`config.mk`:
```
export PLATFORM = sky130hd
export DESIGN_NAME = bfs_adjacency_matrix
export DESIGN_NICKNAME = d
export VERILOG_FILES = /design/src/rtl/bfsam_pkg.sv /design/src/rtl/bfsam_ctrl.sv /design/src/rtl/bfsam_dp.sv /design/src/rtl/bfs_adjacency_matrix.sv
export SDC_FILE = /design/constraint.sdc
export NUM_CORES = 1
export LEC_CHECK = 0
export ABC_AREA = 1
export BUFFER_PORTS_ARGS = -buffer_cell sky130_fd_sc_hd__buf_4
export CAP_MARGIN = 40
export CELL_PAD_IN_SITES_DETAIL_PLACEMENT = 1
export CELL_PAD_IN_SITES_GLOBAL_PLACEMENT = 2
export CORE_ASPECT_RATIO = 0.5
export CORE_MARGIN = 3
export CORE_UTILIZATION = 25
export CTS_BUF_LIST = sky130_fd_sc_hd__clkbuf_2 sky130_fd_sc_hd__clkbuf_4 sky130_fd_sc_hd__clkbuf_8
export CTS_CLUSTER_DIAMETER = 50
export DETAILED_ROUTE_END_ITERATION = 10
export PLACE_DENSITY = 0.55
export SLEW_MARGIN = 10
export SYNTH_ARGS = -nofsm -noshare
export SYNTH_HDL_FRONTEND = slang
export SYNTH_SLANG_ARGS = --single-unit
```
`constraint.sdc`:
```
create_clock -name i_clk -period 3.2 [get_ports i_clk]
set_input_delay 0 -clock i_clk [delete_from_list [all_inputs] [get_ports i_clk]]
set_output_delay 0 -clock i_clk [all_outputs]
set_load 0.02 [all_outputs]
```
`src/rtl/bfsam_pkg.sv`:
```
package bfsam_pkg;

    localparam int NODES  = 16;
    localparam int NODE_W = 4;
    localparam int PTR_W  = $clog2(NODES + 1);

    localparam logic OP_EDGE = 1'b0;
    localparam logic OP_TRAV = 1'b1;

    typedef logic [NODE_W-1:0] t_node;
    typedef logic [NODES-1:0]  t_row;

    // controller -> datapath
    typedef struct packed {
        logic add_edge;    // set both matrix bits of the input pair
        logic start_trav;  // clear marks, seed the FIFO with the start node
        logic load_row;    // pop the FIFO head and fetch its row
        logic step;        // take the lowest unvisited neighbor
        logic flush;       // emit the held node as the final result
    } t_cmd;

    // datapath -> controller
    typedef struct packed {
        logic fifo_nonempty;
        logic cand_any;
    } t_sts;

endpackage

```
`src/rtl/bfsam_ctrl.sv`:
```
module bfsam_ctrl (
    input  logic              i_clk,
    input  logic              i_rst_n,
    input  logic              i_start,
    input  logic              i_op,
    input  bfsam_pkg::t_sts   i_sts,
    output bfsam_pkg::t_cmd   o_cmd,
    output logic              o_busy
);

    localparam logic [1:0] ST_IDLE = 2'd0;
    localparam logic [1:0] ST_LOAD = 2'd1;
    localparam logic [1:0] ST_SCAN = 2'd2;

    logic [1:0] r_state;
    logic [1:0] n_state;

    always_ff @(posedge i_clk) begin
        if (!i_rst_n) begin
            r_state <= ST_IDLE;
        end else begin
            r_state <= n_state;
        end
    end

    always_comb begin
        n_state = r_state;
        o_cmd   = '0;
        unique case (r_state)
            ST_IDLE: begin
                if (i_start) begin
                    if (i_op == bfsam_pkg::OP_TRAV) begin
                        o_cmd.start_trav = 1'b1;
                        n_state          = ST_LOAD;
                    end else begin
                        o_cmd.add_edge = 1'b1;
                    end
                end
            end
            ST_LOAD: begin
                if (i_sts.fifo_nonempty) begin
                    o_cmd.load_row = 1'b1;
                    n_state        = ST_SCAN;
                end else begin
                    o_cmd.flush = 1'b1;
                    n_state     = ST_IDLE;
                end
            end
            ST_SCAN: begin
                if (i_sts.cand_any) begin
                    o_cmd.step = 1'b1;
                end else begin
                    n_state = ST_LOAD;
                end
            end
            default: begin
                n_state = ST_IDLE;
            end
        endcase
    end

    assign o_busy = (r_state != ST_IDLE);

endmodule

```
`src/rtl/bfsam_dp.sv`:
```
module bfsam_dp (
    input  logic               i_clk,
    input  logic               i_rst_n,
    input  bfsam_pkg::t_cmd    i_cmd,
    input  bfsam_pkg::t_node   i_node_a,
    input  bfsam_pkg::t_node   i_node_b,
    output bfsam_pkg::t_sts    o_sts,
    output logic               o_valid,
    output bfsam_pkg::t_node   o_visit_node,
    output logic               o_last
);

    bfsam_pkg::t_row  r_adj [bfsam_pkg::NODES];
    bfsam_pkg::t_node r_fifo [bfsam_pkg::NODES];
    logic [bfsam_pkg::PTR_W-1:0] r_head;
    logic [bfsam_pkg::PTR_W-1:0] r_tail;
    bfsam_pkg::t_row  r_visited;
    bfsam_pkg::t_row  r_row;
    bfsam_pkg::t_node r_pending;
    logic             r_out_valid;
    bfsam_pkg::t_node r_out_node;
    logic             r_out_last;

    bfsam_pkg::t_row  cand;
    bfsam_pkg::t_node pick;

    assign cand = r_row & ~r_visited;

    // lowest set bit wins
    always_comb begin
        pick = '0;
        for (int i = bfsam_pkg::NODES - 1; i >= 0; i--) begin
            if (cand[i]) begin
                pick = bfsam_pkg::t_node'(i);
            end
        end
    end

    assign o_sts.fifo_nonempty = (r_head != r_tail);
    assign o_sts.cand_any      = |cand;

    always_ff @(posedge i_clk) begin
        if (!i_rst_n) begin
            for (int i = 0; i < bfsam_pkg::NODES; i++) begin
                r_adj[i] <= '0;
            end
        end else if (i_cmd.add_edge) begin
            r_adj[i_node_a][i_node_b] <= 1'b1;
            r_adj[i_node_b][i_node_a] <= 1'b1;
        end
    end

    always_ff @(posedge i_clk) begin
        if (i_cmd.start_trav) begin
            r_fifo[0] <= i_node_a;
        end else if (i_cmd.step) begin
            r_fifo[r_tail[bfsam_pkg::NODE_W-1:0]] <= pick;
        end
    end

    always_ff @(posedge i_clk) begin
        if (!i_rst_n) begin
            r_head    <= '0;
            r_tail    <= '0;
            r_visited <= '0;
        end else begin
            if (i_cmd.start_trav) begin
                r_head    <= '0;
                r_tail    <= bfsam_pkg::PTR_W'(1);
                r_visited <= bfsam_pkg::t_row'(1) << i_node_a;
            end else begin
                if (i_cmd.load_row) begin
                    r_head <= r_head + 1'b1;
                end
                if (i_cmd.step) begin
                    r_tail    <= r_tail + 1'b1;
                    r_visited <= r_visited | (bfsam_pkg::t_row'(1) << pick);
                end
            end
        end
    end

    // hold one node back so the final one can carry the last flag
    always_ff @(posedge i_clk) begin
        if (i_cmd.load_row) begin
            r_row <= r_adj[r_fifo[r_head[bfsam_pkg::NODE_W-1:0]]];
        end
        if (i_cmd.start_trav) begin
            r_pending <= i_node_a;
        end else if (i_cmd.step) begin
            r_pending <= pick;
        end
    end

    always_ff @(posedge i_clk) begin
        if (!i_rst_n) begin
            r_out_valid <= 1'b0;
        end else begin
            r_out_valid <= i_cmd.step | i_cmd.flush;
        end
    end

    always_ff @(posedge i_clk) begin
        r_out_node <= r_pending;
        r_out_last <= i_cmd.flush;
    end

    assign o_valid      = r_out_valid;
    assign o_visit_node = r_out_node;
    assign o_last       = r_out_last;

endmodule

```
`src/rtl/bfs_adjacency_matrix.sv`:
```
// Breadth-first search over a 16-node undirected graph held as a bit matrix.
// A transaction is taken when start is high and busy is low. An edge
// transaction (op 0) sets both matrix bits and produces no result. A
// traversal transaction (op 1) emits every node reachable from node_a in
// breadth-first order, ascending index among the neighbors of one node, one
// result per o_valid strobe; the final result has o_last set. The receiver
// cannot stall: each result is on the ports for exactly one cycle.
// While a traversal runs busy is high. The controller pops the FIFO (row
// fetch), then takes one neighbor per step (priority encoder on the row)
// until the row has no neighbor left, and when the FIFO is empty it releases
// the final node; the final strobe appears in the first cycle with busy low.
// The matrix is cleared by reset.
module bfs_adjacency_matrix (
    input  logic             i_clk,
    input  logic             i_rst_n,
    input  logic             start,
    output logic             busy,
    input  logic             i_op,
    input  logic [3:0]       i_node_a,
    input  logic [3:0]       i_node_b,
    output logic             o_valid,
    output logic [3:0]       o_visit_node,
    output logic             o_last
);

    bfsam_pkg::t_cmd cmd;
    bfsam_pkg::t_sts sts;

    bfsam_ctrl u_ctrl (
        .i_clk   (i_clk),
        .i_rst_n (i_rst_n),
        .i_start (start),
        .i_op    (i_op),
        .i_sts   (sts),
        .o_cmd   (cmd),
        .o_busy  (busy)
    );

    bfsam_dp u_dp (
        .i_clk        (i_clk),
        .i_rst_n      (i_rst_n),
        .i_cmd        (cmd),
        .i_node_a     (i_node_a),
        .i_node_b     (i_node_b),
        .o_sts        (sts),
        .o_valid      (o_valid),
        .o_visit_node (o_visit_node),
        .o_last       (o_last)
    );

    // final result only after the controller has gone idle
    a_last_idle: assert property (@(posedge i_clk) disable iff (!i_rst_n)
        o_valid && o_last |-> !busy)
        else $error("final result while traversal still running");

    // a result without the last flag means more results follow
    a_more_busy: assert property (@(posedge i_clk) disable iff (!i_rst_n)
        o_valid && !o_last |-> busy)
        else $error("non-final result with controller idle");

    // an accepted traversal holds busy the next cycle
    a_trav_busy: assert property (@(posedge i_clk) disable iff (!i_rst_n)
        start && !busy && (i_op == bfsam_pkg::OP_TRAV) |=> busy)
        else $error("traversal accepted but busy not raised");

    // an edge transaction produces no result
    a_edge_quiet: assert property (@(posedge i_clk) disable iff (!i_rst_n)
        start && !busy && (i_op == bfsam_pkg::OP_EDGE) |=> !o_valid && !busy)
        else $error("edge transaction produced a result or raised busy");

endmodule
```
==> metrics.md, run 1 <==
| Metric | Value |
|---|---|
| GRT Total Usage | `0.183` |
| WP buf/inv | `6` |
| Setup Viol. Count Final | `0` |
| Outcome | `finished, final reports clean` |
| Largest net degree at the start of global routing | `59` |
| Post-route DRC | `0` |
| Sw frac | `0.277` |
| Dpl hpwl | `41900 µm` |
| Clk slew on worst S/H paths | `0.07 ns` |
| CTS sink count | `around 380` |
| FP Rows | `66` |
| GRT overflow | `0` |
| Clock latency at the later pin of the worst-skew pair | `0.67 ns` |
| Worst path slowest cell | `dlygate4sd3_1` |
| Top cells by area, synth | `dfxtp_1, edfxtp_1, nand2_1` |
| CTS tree | `yes` |
| NetSw | `about 0.0029 W` |
| Total CTS buffers | `66` |
| Final period util | `0.922` |
| Hold/Removal Path Class | `in -> reg` |
| Crit path DAT | `3.56 ns` |
| GPL Wtd Cong | `roughly 0.76` |
| Die ar. | `0.0696 mm²` |
| Power Density | `539 mW/mm²` |
| Post-Syn Nets | `between 2000 and 2500` |
| Post-synth top area cell | `dfxtp_1` |
| Synth cell count leaders | `nand2_1, inv_1, dfxtp_1` |
| Vias in the first global route | `14800` |
| Register share of total power | `0.468` |
| Final ANT Viol Nets | `0` |
| Crit path max fanout | `16` |
| Initial DRT Pass Iterations | `4` |
| Via density | `4.65` |
| Internal Power | `0.00766 W` |
| Yosys reg bits | `around 380` |
| Final WL | `between 60000 and 70000 µm` |
| Syn avg cell area | `between 7 and 8 µm²` |
| Count leader, synth | `nand2_1` |
| Setup Skew | `0.0315 ns` |
| Area Overhead vs Synth | `18.6%` |
| Initial antenna violation count | `2` |
| Slew margin rel. | `0.399` |
| Kind of end point of the critical path | `flop` |
| Nets | `2180` |
| Yosys Warn Count | `0` |
| CP required | `3.81 ns` |
| Share of cells above drive strength 1 | `0.0993` |
| DR vias | `14400` |
| Sequential-to-total area share from yosys stat | `0.508` |
| Cell count after synthesis | `roughly 2100` |
| Reg area | `0.00841 mm²` |
| Core area | `around 0.065 mm²` |
| Hold_sp | `i_node_b[3]` |
| FFs w/ async S/R, synth | `0` |
| Post-Syn Area | `0.0166 mm²` |
| Reg-to-reg setup timing slack | `around 0.25 ns` |
| IO Count | `19` |
| Fmax | `339 MHz` |
| Root buf cell | `clkbuf_8` |
| CP startpoint | `u_ctrl.r_state[0]` |
| LEAKAGE | `7.79 nW` |
| Cell mode on critical path | `inv_1` |
| Starting Density | `0.254` |
| Peak VDD IR | `0.210 mV` |
| Final TNS setup | `0 ns` |
| Final Hold Fails | `0` |
| Filler cells | `a little under 8000` |
| Ys flop type | `dfxtp_1` |
| Area share of the largest cell type after synthesis | `0.355` |
| Tot Pwr | `0.0106 W` |
| Crit-path cells | `nor2_1 -> inv_1 -> nor4_1 -> inv_1 -> nor2_1 -> nand3_1 -> dlygate4sd3_1 -> buf_4 -> o22ai_1 -> inv_1 -> nand2_1 -> dlygate4sd3_1` |
| Clock Path Buffers | `3` |
| Post-DR wirelength/cell | `20.4 µm` |
| Fin crit period | `2.95 ns` |
| Die width | `370 µm` |
| Global-route wire length before repair | `95900 µm` |
| RSZ-0062 raised after global routing | `no` |
| Max Cap Viol | `0` |
| Die height | `about 190 µm` |
| Iteration-0 DRC Markers | `720` |
| Area of the multi-input gates | `0.00635 mm²` |
| Crit Reg-Reg Startpoint | `u_ctrl.r_state[0]` |
| EDFF count, synth | `84` |
| Port bufs | `18` |
| Delay-heaviest family, CP | `buffers and inverters` |
| Tightest Pin Transition | `approximately 0.9 ns` |
| Synth unique cells | `37` |
| H-tree levels | `3` |
| Worst setup SP type | `flop` |
| Combinational power share | `0.099` |
| Slew Limit Fails | `0` |
| Crit path kind | `reg -> reg` |
| Clock power frac | `0.433` |
| Critical path's largest stage delay | `roughly 0.57 ns` |
==> cell usage in the layout, fill, tap and decap left out, drive strengths merged <==
cell           n
nand2        528
inv          324
dfxtp        294
o21ai        270
o22ai        126
clkbuf       100
buf           91
nor2          89
edfxtp        84
a21oi         80
o211ai        71
o221ai        34
nand3         28
clkinv        17
mux2i         14
dlygate4sd3   12
nor3          11
nand4          9
o21bai         5
clkinvlp       5
a31oi          4
xor2           3
nand3b         3
or2            3
diode          2
xnor2          2
mux2           2
ha             2
o31ai          1
nor4           1
a2111oi        1
nor3b          1
==> area by class of cell <==
class	instances	area share
antenna	2	0.000255
clock buffer	100	0.0611
clock inverter	17	0.00503
inverter	329	0.0631
multi-input combinational	1288	0.323
sequential	378	0.428
tap	884	0.0563
timing repair buffer	103	0.0630
==> registers in the layout, summed over array words and instances (netlist names), named ones only <==
register / count
u_ctrl.r_state: 2
u_dp.o_last: 1
u_dp.o_valid: 1
u_dp.o_visit_node: 4
u_dp.r_adj: 256
u_dp.r_fifo: 64
u_dp.r_head: 5
u_dp.r_pending: 4
u_dp.r_row: 16
u_dp.r_tail: 5
u_dp.r_visited: 16
==> path summary, 6_finish.rpt <==
kind	endpoint	cells after the start
worst min-delay path	u_dp.r_adj[7][1]	8
worst max-delay path	u_dp.r_adj[3][1]	12
worst min register to register	u_dp.o_visit_node[3]	0
worst max register to register	u_dp.r_adj[3][1]	12
==> per-stage QoR <==
step	setup WS (ns)	instances	cell area, µm²	utilization	hold WS (ns)
floorplan	0.912	2125	16600	-	0.184
global placement	0.301	2949	17700	0.271	0.327
detailed placement	0.318	2970	18200	0.279	0.328
CTS	0.221	3099	19600	0.301	0.0518
global route	0.0156	3100	19600	0.301	0.103
finish	0.249	3101	19600	0.301	0.0958
==> power groups by stage <==
stage	combinational, W	sequential, W	clock, W
floorplan	0.000619	0.00506	0
global placement	0.00102	0.00506	0
CTS	0.00107	0.00496	0.00477
detailed placement	0.00105	0.00506	0
finish	0.00105	0.00496	0.00458
global route	0.00117	0.00496	0.00501
==> worst min-delay path: cells and delay by family <==
family                 cells  cell delay [ns]
AOI/OAI and AO/OA          2             0.17
buffers and inverters      4             0.43
and+or+nand+nor            2             0.11
==> timing repair <==
item | in CTS | in global routing
hold buffers | 12 | 0
resized for setup | 0 | 0
setup buffers | 0 | 0
hold endpoints to repair | 107 | 0
==> layer usage <==
layer,track usage,routed length (µm),up-vias
met5,0,0,-
met4,0.0365,934,0
met3,0.0333,2000,76
met2,0.281,27200,197
met1,0.266,33000,7017
li1,-,-,7131
==> cell families (layout without fill, tap and decap cells) <==
| group | Yosys count | in the layout | share of synthesized area |
|---|---|---|---|
| and+or+nand+nor | 673 | 673 | 0.159 |
| AOI/OAI and AO/OA | 592 | 592 | 0.209 |
| buffers and inverters | 459 | 549 | 0.110 |
| DFF | 378 | 378 | 0.508 |
| muxes | 16 | 16 | 0.00982 |
| xor gates and xnor gates | 5 | 5 | 0.00264 |
| adders and majority gates | 2 | 2 | 0.00151 |
| other | 0 | 2 | 0 |
Note: power is estimated with default switching activity, not from simulation.
==> run 2: changes to the inputs <==
ABC_AREA = unset   (was 1)
PLACE_DENSITY = 0.51   (was 0.55)
REMOVE_ABC_BUFFERS = 1   (was unset)
==> run 2 against run 1 <==
Net effect: non-clock buffer count rose by 27; worst hold slack got worse by 0.0081 ns; first-iteration DRC count rose by 14%; largest power group unchanged; core utilization rose by 0.086 points.
==> metrics.md, run 2 <==
| Metric | Value |
|---|---|
| Fmax | `about 330 MHz` |
| Internal Power | `0.00771 W` |
| Placed inst area | `~0.018 mm²` |
| Placed cells | `2447` |
| FFs w/ async S/R, synth | `0` |
| Share of cells above drive strength 1 | `0.158` |
| Register share of total power | `0.474` |
| Clock power frac | `0.455` |
| Largest net degree at the start of global routing | `186` |
| Setup Skew | `0.0271 ns` |
| Crit-path cells | `buf_12 -> mux4_2 -> a22oi_2 -> buf_4 -> buf_12 -> buf_4 -> a21boi_0 -> o31ai_1 -> o32a_1 -> o211ai_2` |
| Max reg flops | `256` |
| IO Count | `19` |
| Global-route wire length before repair | `96000 µm` |
| Post-route DRC | `0` |
| Max Cap Viol | `0` |
| Post-place setup slack | `-0.0815 ns` |
| Clock latency at the later pin of the worst-skew pair | `between 0.6 and 0.7 ns` |
| Die height | `187 µm` |
| Final hold slack | `0.0877 ns` |
| Setup WS post-layout | `0.151 ns` |
| Count leader, synth | `dfxtp_1` |
| Most frequent cells in the layout | `dfxtp_1, nand2_1, a21o_1, o221ai_1, buf_4` |
| Worst setup SP type | `flop` |
| Via density | `roughly 5.3` |
| Clock Path Buffers | `3` |
| Finished Cell Area | `0.0193 mm²` |
| DR vias | `13700` |
| Power Density | `between 500 and 600 mW/mm²` |
| CTS sink count | `378` |
| Critical path's largest stage delay | `0.52 ns` |
| Yosys reg bits | `378` |
| Sequential-to-total area share from yosys stat | `0.515` |
| Biggest register | `u_dp.r_adj` |
| Slew Limit Fails | `0` |
| Final std cells w/o fill | `between 2000 and 3000` |
| Clk slew on worst S/H paths | `~0.060 ns` |
| Area share of the largest cell type after synthesis | `0.360` |
| Synth cell count leaders | `dfxtp_1, nand2_1, clkbuf_1` |
| Final Hold Fails | `0` |
| FP Rows | `65` |
| Ys flop type | `dfxtp_1` |
| Final period util | `0.953` |
| Final WL | `~64000 µm` |
| H-tree levels | `3` |
| Die ar. | `about 0.069 mm²` |
| Fin crit period | `3.05 ns` |
| Worst path slowest cell | `mux4_2` |
| Cell count after synthesis | `1643` |
| Nets | `1675` |
| RSZ-0062 raised after global routing | `no` |
| LEAKAGE | `7.89 nW` |
| Setup Viol. Count Final | `0` |
| CP required | `3.58 ns` |
| Initial DRT Pass Iterations | `5` |
| NetSw | `~0.0027 W` |
| CTS tree | `yes` |
| Starting Density | `0.256` |
| Outcome | `finished, final reports clean` |
| Slew margin rel. | `0.344` |
| Tightest Pin Transition | `0.984 ns` |
| EDFF count, synth | `84` |
| Yosys Warn Count | `0` |
| Initial antenna violation count | `6` |
| Kind of end point of the critical path | `flop` |
| Die width | `368 µm` |
| Crit path max fanout | `18` |
| Most common cell after layout, fill and taps aside | `dfxtp_1` |
| Iteration-0 DRC Markers | `820` |
| GPL Wtd Cong | `0.767` |
| Total CTS buffers | `67` |
| Post-synth top area cell | `dfxtp_1` |
| Post-Syn Area | `~0.016 mm²` |
| Synth unique cells | `61` |
| Hold_sp | `i_node_b[2]` |
| Root buf cell | `clkbuf_8` |
| Filler cells | `7174` |
| Vias in the first global route | `14600` |
| Reg-to-reg setup timing slack | `0.15 ns` |
| Crit path DAT | `3.43 ns` |
| Worst r2r dst | `u_dp.r_row[10]` |
| R2r worst-path depth | `10` |
| GRT overflow | `0` |
| Tot Pwr | `0.0104 W` |
| Peak VDD IR | `0.236 mV` |
| Area Overhead vs Synth | `18.0%` |
| Core area | `0.0638 mm²` |
| Top cells by area, synth | `dfxtp_1, edfxtp_1, a21o_1` |
| Largest registers | `u_dp.r_adj: 256 flops, u_dp.r_fifo: 64 flops` |
| Crit path kind | `reg -> reg` |
| Sw frac | `0.261` |
| Syn avg cell area | `between 9 and 10 µm²` |
| Dpl hpwl | `39600 µm` |
| Hold/Removal Path Class | `in -> reg` |
| Post-DR wirelength/cell | `24.9 µm` |
| Hold depth | `6` |
| Combinational power share | `0.071` |
| Final ANT Viol Nets | `0` |
| Port bufs | `18` |
| Hold Path End | `u_dp.r_adj[12][12]` |
| GRT Total Usage | `0.185` |
[run 2: cell types whose count changed after synthesis, moves of 61 or more]
cell,previous run,this run
o21ai_1,72,1
nand2_1,527,240
and3_1,0,63
inv_1,317,8
o21ai_0,198,25
o211ai_1,70,9
a21o_1,0,133
o221ai_1,34,108
[run 2: critical path, delay by kind of cell (launching register included)]
family                 cells  cell delay, ns
AO/OA/AOI/OAI              5            1.11
buffers and inverters      4            0.73
multiplexers               1            0.52
flip-flops                 1            0.36
[run 2: area by class of cell]
| type | instances | area [µm²] | share of cell area |
|---|---|---|---|
| clock inverters | 13 | 78.8 | 0.00409 |
| clock buffers | 108 | 1290 | 0.0670 |
| flip-flops and latches | 378 | 8410 | 0.436 |
| inverters | 8 | 30.0 | 0.00156 |
| diodes | 2 | 5.00 | 0.000260 |
| well taps | 871 | 1090 | 0.0565 |
| multi-input cells | 1076 | 7110 | 0.369 |
| repair buffers | 130 | 1260 | 0.0656 |
[run 2: worst max-delay path by stage]
stage / from / slack, ns / endpoint / depth (start not counted)
global route: flop / 0.06 / u_dp.r_row[15] / 10
CTS: flop / -0.0007 / u_dp.r_row[0] / 9
detailed placement: flop / -0.08 / u_dp.r_row[11] / 10
global placement: flop / -0.04 / u_dp.r_row[11] / 10
floorplan: flop / -2.77 / u_dp.r_row[15] / 6
finish: flop / 0.15 / u_dp.r_row[10] / 10
[run 2: power by group through the flow]
stage / sequential [W] / clock, W / combinational, W
after floorplan: 0.00504 / 0 / 0.000327
after global placement: 0.00505 / 0 / 0.000704
after detailed placement: 0.00505 / 0 / 0.000724
after CTS: 0.00494 / 0.00493 / 0.000739
after global routing: 0.00494 / 0.00515 / 0.000802
final: 0.00494 / 0.00475 / 0.000744
[run 2: metrics by stage]
stage / TNS (ns) / utilization
6_report: 0 / 0.302
5_1_grt: 0 / 0.302
2_1_floorplan: -42.49 / -
4_1_cts: -0.000713 / 0.301
3_3_place_gp: -0.0557 / 0.275
3_5_place_dp: -0.0815 / 0.278
[run 2: cells by family after synthesis]
kind of cell / Yosys count / share of synthesized area
AO/OA/AOI/OAI: 596 / 0.273
AND/OR/NAND/NOR: 445 / 0.127
flip-flops: 378 / 0.515
buffers and inverters: 189 / 0.0517
multiplexers: 21 / 0.0258
XOR/XNOR: 12 / 0.00643
adder cells (fa/ha/maj): 2 / 0.00153
[run 2: repair_timing]
item	in CTS	in global routing
pin swaps	0	2
setup buffers	0	2
endpoints found under the setup margin	2	8
resized for setup	2	1
cloned	0	1
endpoints found under the hold margin	115	0
hold buffers	13	0
[run 2: routing by layer]
metal | vias up | track usage | share of wire
met5 | - | 0 | 0.00022
met4 | 2 | 0.0564 | 0.023
met3 | 99 | 0.0330 | 0.036
met2 | 261 | 0.297 | 0.45
met1 | 7068 | 0.252 | 0.49
li1 | 6247 | - | -
